$ cat config.mk
export PLATFORM = sky130hd
export DESIGN_NAME = fnv1a64_field_hasher_unit
export DESIGN_NICKNAME = d
export VERILOG_FILES = /design/src/rtl/core/fnvh_pkg.sv /design/src/rtl/core/fnvh_mix.sv /design/src/rtl/core/fnvh_seq.sv /design/src/rtl/core/fnv1a64_field_hasher_unit.sv
export SDC_FILE = /design/constraint.sdc
export NUM_CORES = 1
export LEC_CHECK = 0
export BUFFER_PORTS_ARGS = -buffer_cell sky130_fd_sc_hd__buf_2
export CORE_ASPECT_RATIO = 0.5
export CORE_UTILIZATION = 40
export DETAILED_ROUTE_END_ITERATION = 7
export SLEW_MARGIN = 0
export SYNTH_ARGS = -nofsm -noshare
export SYNTH_HDL_FRONTEND = slang
export SYNTH_SLANG_ARGS = --single-unit
$ cat constraint.sdc
create_clock -name clk -period 9.2 [get_ports clk]
set_input_delay 1.84 -clock clk [delete_from_list [all_inputs] [get_ports clk]]
set_output_delay 1.84 -clock clk [all_outputs]
set_load 0.05 [all_outputs]
$ cat src/rtl/core/fnvh_pkg.sv
// ----------------------------------------------------------------------------
// fnvh_pkg
// Shared types and constants of the FNV-1a 64-bit field hasher.
// ----------------------------------------------------------------------------
package fnvh_pkg;

  localparam int LENGTH_BITS = 32;
  localparam int FIELD_LEN_W = 32;
  localparam int LEN_BYTES   = 8;
  localparam int LEN_CNT_W   = $clog2(LEN_BYTES);

  // Only the low LENGTH_BITS bits of the announced length are framed.
  localparam logic [FIELD_LEN_W-1:0] LEN_MASK =
    (LENGTH_BITS >= FIELD_LEN_W) ? '1 :
    FIELD_LEN_W'((64'd1 << LENGTH_BITS) - 64'd1);

  localparam logic [63:0] FNV_BASIS = 64'hCBF29CE484222325;
  // FNV prime 0x00000100000001B3 = 2^40 + 0x1B3.
  localparam int          FNV_PRIME_SHIFT = 40;
  localparam logic [8:0]  FNV_PRIME_LOW   = 9'h1B3;

  localparam logic [7:0] TAG_ABSENT  = 8'h00;
  localparam logic [7:0] TAG_PRESENT = 8'h01;

  typedef enum logic [2:0] {
    MODE_RESTART = 3'd0,
    MODE_RESTORE = 3'd1,
    MODE_SAVE    = 3'd2,
    MODE_ABSENT  = 3'd3,
    MODE_PRESENT = 3'd4,
    MODE_PLAIN   = 3'd5,
    MODE_DATA    = 3'd6
  } mode_t;

  // Per-cycle commands from the sequencer to the hash registers.
  typedef struct packed {
    logic mix;
    logic load_basis;
    logic load_saved;
    logic save;
    logic finish;
  } ctl_t;

endpackage

$ cat src/rtl/core/fnvh_mix.sv
// ----------------------------------------------------------------------------
// fnvh_mix
// One FNV-1a round: xor a byte into the hash, multiply by the prime mod 2^64.
// ----------------------------------------------------------------------------
module fnvh_mix (
  input  logic [63:0] hash_in,
  input  logic [7:0]  round_byte,
  output logic [63:0] hash_out
);

  logic [63:0] x;
  logic [63:0] low_prod;

  assign x        = hash_in ^ {56'd0, round_byte};
  // prime = 2^40 + 0x1B3: one shift plus a narrow constant product
  assign low_prod = x * 64'(fnvh_pkg::FNV_PRIME_LOW);
  assign hash_out = (x << fnvh_pkg::FNV_PRIME_SHIFT) + low_prod;

endmodule

$ cat src/rtl/core/fnvh_seq.sv
// ----------------------------------------------------------------------------
// fnvh_seq
// Request decoder and length-prefix sequencer driving the shared mix round.
// ----------------------------------------------------------------------------
module fnvh_seq (
  input  logic                               clk,
  input  logic                               rst,
  input  logic                               accept,
  input  logic [2:0]                         mode,
  input  logic [fnvh_pkg::FIELD_LEN_W-1:0]   field_length,
  input  logic [7:0]                         data_byte,
  output logic                               idle,
  output fnvh_pkg::ctl_t                     ctl,
  output logic [7:0]                         round_byte
);

  typedef enum logic [1:0] {
    ST_IDLE = 2'b01,
    ST_LEN  = 2'b10
  } state_t;

  state_t                              state, state_next;
  logic [fnvh_pkg::LEN_CNT_W-1:0]      cnt, cnt_next;
  logic [fnvh_pkg::FIELD_LEN_W-1:0]    len_sr, len_sr_next;

  assign idle = (state == ST_IDLE);

  always_comb begin
    state_next  = state;
    cnt_next    = cnt;
    len_sr_next = len_sr;
    ctl         = '0;
    round_byte  = data_byte;
    unique case (state)
      ST_IDLE: begin
        if (accept) begin
          unique case (fnvh_pkg::mode_t'(mode))
            fnvh_pkg::MODE_RESTART: begin
              ctl.load_basis = 1'b1;
              ctl.finish     = 1'b1;
            end
            fnvh_pkg::MODE_RESTORE: begin
              ctl.load_saved = 1'b1;
              ctl.finish     = 1'b1;
            end
            fnvh_pkg::MODE_SAVE: begin
              ctl.save   = 1'b1;
              ctl.finish = 1'b1;
            end
            fnvh_pkg::MODE_ABSENT: begin
              ctl.mix    = 1'b1;
              round_byte = fnvh_pkg::TAG_ABSENT;
              ctl.finish = 1'b1;
            end
            fnvh_pkg::MODE_PRESENT: begin
              ctl.mix     = 1'b1;
              round_byte  = fnvh_pkg::TAG_PRESENT;
              state_next  = ST_LEN;
              cnt_next    = '0;
              len_sr_next = field_length & fnvh_pkg::LEN_MASK;
            end
            fnvh_pkg::MODE_PLAIN: begin
              state_next  = ST_LEN;
              cnt_next    = '0;
              len_sr_next = field_length & fnvh_pkg::LEN_MASK;
            end
            fnvh_pkg::MODE_DATA: begin
              ctl.mix    = 1'b1;
              ctl.finish = 1'b1;
            end
            default: begin
              // unused mode: hash unchanged, result still returned
              ctl.finish = 1'b1;
            end
          endcase
        end
      end
      ST_LEN: begin
        // mix length bytes low first; upper bytes shift in as zeros
        ctl.mix     = 1'b1;
        round_byte  = len_sr[7:0];
        len_sr_next = len_sr >> 8;
        cnt_next    = cnt + 1'b1;
        if (cnt == fnvh_pkg::LEN_CNT_W'(fnvh_pkg::LEN_BYTES - 1)) begin
          ctl.finish = 1'b1;
          state_next = ST_IDLE;
        end
      end
      default: begin
        state_next = ST_IDLE;
      end
    endcase
  end

  always_ff @(posedge clk) begin
    if (rst) begin
      state <= ST_IDLE;
      cnt   <= '0;
    end else begin
      state <= state_next;
      cnt   <= cnt_next;
    end
    len_sr <= len_sr_next;
  end

endmodule

$ cat src/rtl/core/fnv1a64_field_hasher_unit.sv
// ----------------------------------------------------------------------------
// fnv1a64_field_hasher_unit
// Streaming 64-bit FNV-1a hasher with tagged, length-prefixed field framing.
// ----------------------------------------------------------------------------
// Usage:
//   Requests enter on the s_ channel (mode, field_length, data_byte) and each
//   one returns the running 64-bit hash on the m_ channel.
//   Restart, restore, save, absent-field and data-byte requests complete on
//   acceptance: the result is valid the cycle after acceptance, and back-to-back
//   requests run at one per cycle while the receiver keeps m_tready high.
//   Present and plain field headers mix eight length bytes, one per cycle on
//   the single shared mix round; the result is returned once the last length
//   byte is mixed, and s_tready stays low while the length bytes are mixed.
//   The hash register and the checkpoint reset to the FNV offset basis.
//   A result waits in the output register while m_tready is low; a new
//   request is accepted only once that register drains or is drained in the
//   same cycle, so no result is lost or overwritten.
// ----------------------------------------------------------------------------
module fnv1a64_field_hasher_unit (
  input  logic        clk,
  input  logic        rst,
  input  logic        s_tvalid,
  output logic        s_tready,
  input  logic [47:0] s_tdata,   // mode[2:0], field_length[34:3], data_byte[42:35], zero pad
  output logic        m_tvalid,
  input  logic        m_tready,
  output logic [63:0] m_tdata    // hash_value[63:0]
);

  logic                                idle;
  logic                                accept;
  fnvh_pkg::ctl_t                      ctl;
  logic [7:0]                          round_byte;
  logic [63:0]                         hash_state, hash_next;
  logic [63:0]                         saved_base, saved_base_next;
  logic [63:0]                         mix_out;
  logic [63:0]                         hash_out;

  assign s_tready = idle && (!m_tvalid || m_tready);
  assign accept   = s_tvalid && s_tready;

  fnvh_seq u_seq (
    .clk          (clk),
    .rst          (rst),
    .accept       (accept),
    .mode         (s_tdata[2:0]),
    .field_length (s_tdata[34:3]),
    .data_byte    (s_tdata[42:35]),
    .idle         (idle),
    .ctl          (ctl),
    .round_byte   (round_byte)
  );

  fnvh_mix u_mix (
    .hash_in    (hash_state),
    .round_byte (round_byte),
    .hash_out   (mix_out)
  );

  always_comb begin
    priority if (ctl.load_basis) begin
      hash_next = fnvh_pkg::FNV_BASIS;
    end else if (ctl.load_saved) begin
      hash_next = saved_base;
    end else if (ctl.mix) begin
      hash_next = mix_out;
    end else begin
      hash_next = hash_state;
    end
    saved_base_next = ctl.save ? hash_state : saved_base;
  end

  always_ff @(posedge clk) begin
    if (rst) begin
      hash_state <= fnvh_pkg::FNV_BASIS;
      saved_base <= fnvh_pkg::FNV_BASIS;
      m_tvalid   <= 1'b0;
    end else begin
      hash_state <= hash_next;
      saved_base <= saved_base_next;
      if (ctl.finish) begin
        m_tvalid <= 1'b1;
      end else if (m_tready) begin
        m_tvalid <= 1'b0;
      end
    end
    // hold the result until taken
    if (ctl.finish) begin
      hash_out <= hash_next;
    end
  end

  assign m_tdata = hash_out;

endmodule

==> results of run 1 <==
per-layer routing:
metal / wire length, microns / global-route usage (%)
met5: 11 / 0
met4: 1040 / 4.16
met3: 4900 / 5.80
met2: 23900 / 33.1
met1: 27400 / 33.0
flip-flops by register name (all words and copies together), names as in the netlist:
register      cells
saved_base       64
u_seq.len_sr     32
m_tvalid          1
u_seq.state       2
u_seq.cnt         3
m_tdata          64
hash_state       64
area by class of cell:
type	count	area share [%]
well taps	690	3.80
clock inverters	8	0.331
multi-input cells	1543	59.2
repair buffers	151	3.77
inverters	318	5.26
flip-flops and latches	230	24.5
clock buffers	38	3.06
logic make-up after synthesis:
kind of cell | Yosys count | synth area share, %
AO/OA/AOI/OAI | 408 | 12.2
XOR/XNOR | 97 | 4.13
AND/OR/NAND/NOR | 591 | 13.4
buffers and inverters | 417 | 7.75
multiplexers | 33 | 1.75
flip-flops | 230 | 27.1
adder cells (fa/ha/maj) | 414 | 33.7
through the flow:
step | area (sq um) | worst slack (ns)
6_report | 22700 | 1.21
3_3_place_gp | 21900 | 0.724
5_1_grt | 22700 | 0.761
2_1_floorplan | 20600 | 1.70
3_5_place_dp | 21900 | 0.668
4_1_cts | 22700 | 1.27
synth_stat cells, types with 21 or more instances:
cell / count / area (sq um)
sky130_fd_sc_hd__clkbuf_1: 81 / 304
sky130_fd_sc_hd__xor2_1: 37 / 324
sky130_fd_sc_hd__fa_1: 232 / 4640
sky130_fd_sc_hd__nor3_1: 36 / 180
sky130_fd_sc_hd__o21ai_0: 95 / 475
sky130_fd_sc_hd__a21o_1: 37 / 278
sky130_fd_sc_hd__ha_1: 182 / 2280
sky130_fd_sc_hd__inv_1: 318 / 1190
sky130_fd_sc_hd__nor2b_1: 21 / 131
sky130_fd_sc_hd__dfxtp_1: 134 / 2680
sky130_fd_sc_hd__xnor2_1: 60 / 526
sky130_fd_sc_hd__nand3b_1: 28 / 210
sky130_fd_sc_hd__nor2_1: 110 / 413
sky130_fd_sc_hd__o211ai_1: 23 / 173
sky130_fd_sc_hd__nand3_1: 21 / 105
sky130_fd_sc_hd__mux2_2: 24 / 270
sky130_fd_sc_hd__edfxtp_1: 96 / 2880
sky130_fd_sc_hd__a21oi_1: 153 / 766
sky130_fd_sc_hd__nand2_1: 268 / 1010
sky130_fd_sc_hd__nand4_1: 25 / 156
worst paths after layout:
path | from | to | slack, ns | cells after the start
max | m_tready | m_tdata[61] | 1.21 | 27
min | saved_base[40] | saved_base[40] | 0.45 | 2
max reg2reg | u_seq.state[0] | m_tdata[61] | 1.85 | 28
min reg2reg | saved_base[40] | saved_base[40] | 0.45 | 2
worst max-delay path: stages:
cell,delay (ns)
sky130_fd_sc_hd__buf_2,0.08
sky130_fd_sc_hd__nand2b_1,0.11
sky130_fd_sc_hd__nand3_1,0.22
sky130_fd_sc_hd__or2_2,0.39
sky130_fd_sc_hd__a2bb2oi_1,0.13
sky130_fd_sc_hd__o21ai_0,0.28
sky130_fd_sc_hd__xnor2_1,0.21
sky130_fd_sc_hd__inv_1,0.10
sky130_fd_sc_hd__ha_1,0.24
sky130_fd_sc_hd__xor2_1,0.19
sky130_fd_sc_hd__ha_1,0.20
sky130_fd_sc_hd__or2_2,0.31
sky130_fd_sc_hd__fa_1,0.54
sky130_fd_sc_hd__fa_1,0.42
sky130_fd_sc_hd__ha_1,0.28
sky130_fd_sc_hd__ha_1,0.39
sky130_fd_sc_hd__o211ai_1,0.12
sky130_fd_sc_hd__a21oi_1,0.36
sky130_fd_sc_hd__o211ai_1,0.30
sky130_fd_sc_hd__a311oi_1,0.36
sky130_fd_sc_hd__nor3_1,0.09
sky130_fd_sc_hd__buf_4,0.17
sky130_fd_sc_hd__o41ai_2,0.44
sky130_fd_sc_hd__xnor2_1,0.23
sky130_fd_sc_hd__o21ai_0,0.13
sky130_fd_sc_hd__o21ai_1,0.14
sky130_fd_sc_hd__nor2_1,0.05
==> results.txt, run 1 <==
----------------------------------------------------
[Outcome]
  Result of the run ... finished clean

[Floorplanning]
  Die outline area ... ~52,000 sq um
  Chip height ... 162 microns
  Number of rows in the core area ... 58
  Number of top-level pins ... between 100 and 150
  Starting density of the core ... 40.7%
  Horiz. Die Dim ... 323 microns
  Core ar. ... 50,500 sq um

[Worst setup path]
  Worst Path Arrival ... 8.31 ns
  Biggest fanout along the worst timing path ... 6
  WP data required ... 9.52 ns
  Element type at the critical path start ... input pin
  Worst Setup End Kind ... register
  Startpoint-to-endpoint class of the critical path ... in -> reg

[Placed design]
  Final Wtd Congestion ... around 0.95
  HPWL after DPL ... 45,600 microns
  Placed cell count ... 2,932
  Quantity of I/O buffers inserted on ports ... between 100 and 150

[Cells and area]
  Antenna cells ... 0
  Utilization after layout ... 44.9%
  Area used by multi-input combinational logic ... 13,400 sq um
  Post-route non-filler standard cell count ... 2,978
  Most used cells in the layout excluding fill and tap cells ... sky130_fd_sc_hd__inv_1 (318), sky130_fd_sc_hd__nand2_1 (267), sky130_fd_sc_hd__fa_1 (232), sky130_fd_sc_hd__ha_1 (182), sky130_fd_sc_hd__a21oi_1 (152)
  Layout overhead on the synthesized area ... 10.4%
  Area occupied by registers ... 5570 sq um
  Commonest non-fill, non-tap cell in the layout ... sky130_fd_sc_hd__inv_1
  Layout Nets ... 2,735
  Proportion of layout cells with a drive suffix above 1 ... roughly a tenth
  Total of fill cells in the finished design ... 4,911

[Timing]
  Hold_ws ... 0.452 ns
  Hold violation count in the final report ... 0
  Measured slew at the worst slew-check pin ... 0.916 ns
  Final setup violation count ... 0
  Worst rel slew slack ... about two fifths
  Sum of negative setup slack ... 0 ns
  Pins Over Slew Limit ... 0
  Unrepaired setup endpoints after global routing ... no
  Final clock skew ... 0.0190 ns
  Min cycle time layout ... about 8.0 ns
  Peak clock frequency supported by timing ... 125 MHz
  Fraction of the cycle the final worst path needs ... 86.9%

[Yosys]
  Seq/Total Area, Yosys ... 27.1%
  Number of standard cells after synthesis ... 2,190
  Average cell area after synthesis ... 9.39 sq um
  Share of async-settable or async-resettable flops after synthesis ... 0%
  Number of flops mapped to enable cells by yosys ... 96
  Prevailing post-synth register cell ... sky130_fd_sc_hd__dfxtp_1
  Count of warnings emitted by yosys ... 0
  Post-synth net total ... 2,656
  Yosys cell types ... 70
  Syn Std Cell Area ... 20,600 sq um
  #FFs+latches synth ... 230

[GRT]
  Wire length of the first global-routing pass ... 90,000 microns
  Overflow left after global routing ... 0
  Global router's overall resource usage ... 22.4%
  Number of antenna violations at the first check in global routing ... 1
  Largest net degree at the start of global routing ... 65
  Number of global-route vias before repair ... around 15,000

[Clocking]
  Root Driver ... sky130_fd_sc_hd__clkbuf_16
  Post-CTS Hold Fix Bufs ... 0
  Clk sinks ... 230
  Number of clock buffers inserted by TritonCTS ... 25
  Maximum level of the CTS H-tree ... 1
  Maximum clock path buffer count ... 3
  Count of buffers added by post-CTS timing repair for setup ... 0
  PostCTS Resize Cnt ... 0
  Skew-Pair Late Insertion Delay ... 0.58 ns
  TritonCTS clock tree ... yes
  Clock-pin slew reported for the worst setup and hold paths after clock tree synthesis ... 0.07 ns

[Hold path]
  Class of the most critical hold timing path ... reg -> reg

[Detailed routing]
  Post-route antenna net violation count ... 0
  Final routed wirelength across all metal layers ... 57,200 microns
  Via-to-Cell Ratio ... ~5.2
  Average wire per standard cell ... 19.2 microns
  Detailed-router iteration count before antenna repair ... 7
  Number of DRC violations after detailed routing ... 0
  Vias ... approximately 16,000
  Initial DRC Count ... 1,177

[Flow run]
  Number of maximum-capacitance violations ... 0

----------------------------------------------------
Power of run 1 is left out: the tool's default activity adds up to more than one toggle a clock period on the data nets, which glitch-free logic cannot reach.
==> inputs of run 2 (changes only) <==
--- a/config.mk
+++ b/config.mk
@@ -7,8 +7,9 @@
 export LEC_CHECK = 0
 export BUFFER_PORTS_ARGS = -buffer_cell sky130_fd_sc_hd__buf_2
 export CORE_ASPECT_RATIO = 0.5
-export CORE_UTILIZATION = 40
+export CORE_UTILIZATION = 48
 export DETAILED_ROUTE_END_ITERATION = 7
+export PLACE_DENSITY = 0.65
 export SLEW_MARGIN = 0
 export SYNTH_ARGS = -nofsm -noshare
 export SYNTH_HDL_FRONTEND = slang
==> results.txt, run 2 (synthesis gave the netlist of run 1 again) <==
----------------------------------------------------
[Timing]
  Final setup violation count ... 0 (unchanged)
  Final clock skew ... 0.0322 ns (was 0.0190 ns)
  Worst rel slew slack ... 34.3% (was 38.9%)
  Hold_ws ... 0.452 ns (about the same)
  Hold violation count in the final report ... 0 (unchanged)
  Unrepaired setup endpoints after global routing ... no (unchanged)
  Min cycle time layout ... 8.14 ns (was 7.99 ns)
  Fraction of the cycle the final worst path needs ... 88.5% (was 86.9%)
  Peak clock frequency supported by timing ... 123 MHz (was 125 MHz)
  Pins Over Slew Limit ... 0 (unchanged)
  Measured slew at the worst slew-check pin ... 0.984 ns (was 0.916 ns)
  Sum of negative setup slack ... 0 ns (unchanged)

[Placed design]
  Final Wtd Congestion ... 0.970 (was 0.953)
  HPWL after DPL ... 44,000 microns (was 45,600 microns)
  Quantity of I/O buffers inserted on ports ... 112 (unchanged)

[Clocking]
  Number of clock buffers inserted by TritonCTS ... 24 (was 25)
  Root Driver ... sky130_fd_sc_hd__clkbuf_16 (unchanged)
  Maximum clock path buffer count ... 3 (unchanged)
  Skew-Pair Late Insertion Delay ... 0.58 ns (about the same)
  Post-CTS Hold Fix Bufs ... 0 (unchanged)
  PostCTS Resize Cnt ... 0 (unchanged)
  Count of buffers added by post-CTS timing repair for setup ... 0 (unchanged)
  TritonCTS clock tree ... yes (unchanged)
  Maximum level of the CTS H-tree ... 1 (unchanged)
  Clk sinks ... 230 (unchanged)
  Clock-pin slew reported for the worst setup and hold paths after clock tree synthesis ... 0.07 ns (about the same)

[Cells and area]
  Proportion of layout cells with a drive suffix above 1 ... 10.8% (was 10.6%)
  Area occupied by registers ... 5570 sq um (unchanged)
  Layout overhead on the synthesized area ... 9.65% (was 10.4%)
  Area used by multi-input combinational logic ... 13,400 sq um (about the same)
  Total of fill cells in the finished design ... 3,939 (was 4,911)
  Layout Nets ... 2,729 (was 2,735)
  Antenna cells ... 0 (unchanged)
  Commonest non-fill, non-tap cell in the layout ... sky130_fd_sc_hd__inv_1 (unchanged)
  Most used cells in the layout excluding fill and tap cells ... sky130_fd_sc_hd__inv_1 (318), sky130_fd_sc_hd__nand2_1 (267), sky130_fd_sc_hd__fa_1 (232), sky130_fd_sc_hd__ha_1 (182), sky130_fd_sc_hd__a21oi_1 (152) (unchanged)

[Floorplanning]
  Die outline area ... 43,700 sq um (was 52,400 sq um)
  Starting density of the core ... 48.8% (was 40.7%)
  Horiz. Die Dim ... 295 microns (was 323 microns)
  Core ar. ... 42,100 sq um (was 50,500 sq um)
  Number of top-level pins ... 118 (unchanged)
  Number of rows in the core area ... 53 (was 58)
  Chip height ... 148 microns (was 162 microns)

[GRT]
  Number of antenna violations at the first check in global routing ... 0 (was 1)
  Number of global-route vias before repair ... 15,200 (was 15,500)
  Overflow left after global routing ... 0 (unchanged)
  Largest net degree at the start of global routing ... 65 (unchanged)
  Wire length of the first global-routing pass ... 86,900 microns (was 90,000 microns)
  Global router's overall resource usage ... 26.1% (was 22.4%)

[Detailed routing]
  Vias ... 15,600 (was 15,500)
  Final routed wirelength across all metal layers ... 55,600 microns (was 57,200 microns)
  Sum of met2 wire segment lengths after detailed routing ... 23,100 microns (was 23,900 microns)
  Top metal layer carrying routed signals ... met4 (was met5)
  Initial DRC Count ... 1,115 (was 1,177)
  Via-to-Cell Ratio ... 5.46 (was 5.21)
  Post-route antenna net violation count ... 0 (unchanged)
  Average wire per standard cell ... 19.4 microns (was 19.2 microns)
  Detailed-router iteration count before antenna repair ... 5 (was 7)
  Number of DRC violations after detailed routing ... 0 (unchanged)
  Routed wire length on met3 ... 5330 microns (was 4900 microns)
  DRT met1 WL ... 26,300 microns (was 27,400 microns)

[Outcome]
  Result of the run ... finished clean (unchanged)

[Hold path]
  Class of the most critical hold timing path ... reg -> reg (unchanged)

[Worst setup path]
  Startpoint-to-endpoint class of the critical path ... in -> reg (unchanged)
  Element type at the critical path start ... input pin (unchanged)
  WP data required ... 9.64 ns (was 9.52 ns)
  Worst Setup End Kind ... register (unchanged)
  Biggest fanout along the worst timing path ... 6 (unchanged)
  Worst Path Arrival ... 8.58 ns (was 8.31 ns)

[Flow run]
  Number of maximum-capacitance violations ... 0 (unchanged)

----------------------------------------------------
## run 2: critical path, stage by stage
cell                        delay (ns)
sky130_fd_sc_hd__buf_2            0.09
sky130_fd_sc_hd__nand2b_1         0.11
sky130_fd_sc_hd__nand3_1          0.21
sky130_fd_sc_hd__or2_2            0.38
sky130_fd_sc_hd__a2bb2oi_1        0.13
sky130_fd_sc_hd__o21ai_0          0.27
sky130_fd_sc_hd__xnor2_1          0.20
sky130_fd_sc_hd__inv_1            0.10
sky130_fd_sc_hd__ha_1             0.24
sky130_fd_sc_hd__xor2_1           0.19
sky130_fd_sc_hd__ha_1             0.20
sky130_fd_sc_hd__or2_2            0.30
sky130_fd_sc_hd__fa_1             0.54
sky130_fd_sc_hd__fa_1             0.41
sky130_fd_sc_hd__ha_1             0.28
sky130_fd_sc_hd__ha_1             0.41
sky130_fd_sc_hd__o211ai_1         0.13
sky130_fd_sc_hd__a21oi_1          0.40
sky130_fd_sc_hd__o21ai_1          0.20
sky130_fd_sc_hd__o21ai_1          0.32
sky130_fd_sc_hd__a31oi_2          0.21
sky130_fd_sc_hd__o2111ai_2        0.40
sky130_fd_sc_hd__a21oi_1          0.19
sky130_fd_sc_hd__or3_1            0.41
sky130_fd_sc_hd__a41o_1           0.31
sky130_fd_sc_hd__nand2_1          0.08
## run 2: per-stage QoR
step | area (sq um) | instances | setup WS (ns) | utilization, %
final | 22500 | 2858 | 1.06 | 53.5
after global routing | 22500 | 2858 | 0.708 | 53.5
after CTS | 22500 | 2858 | 1.17 | 53.5
after detailed placement | 21700 | 2814 | 0.592 | 51.6
after global placement | 21700 | 2814 | 0.681 | 51.6
after floorplan | 20600 | 2190 | 1.70 | -
## run 2: path summary, 6_finish.rpt
kind	start	endpoint	slack, ns	depth (start not counted)
max	m_tready	m_tdata[63]	1.06	26
min	saved_base[30]	saved_base[30]	0.45	2
max reg2reg	u_seq.state[0]	m_tdata[63]	1.69	26
min reg2reg	saved_base[30]	saved_base[30]	0.45	2
## run 2: routing by layer
metal  up-vias  global-route usage, %
li1       7447                      -
met5         -                      0
met4         0                   4.45
met2       538                   38.3
met1      7575                   38.6
met3        46                   7.25
## run 2: layout make-up
cell class	count	area share [%]
Sequential cell	230	24.7
Tap cell	577	3.20
Clock buffer	27	2.85
Multi-Input combinational cell	1543	59.6
Inverter	318	5.29
Clock inverter	17	0.705
Timing Repair Buffer	146	3.63
Power of run 2 is left out for the same reason.
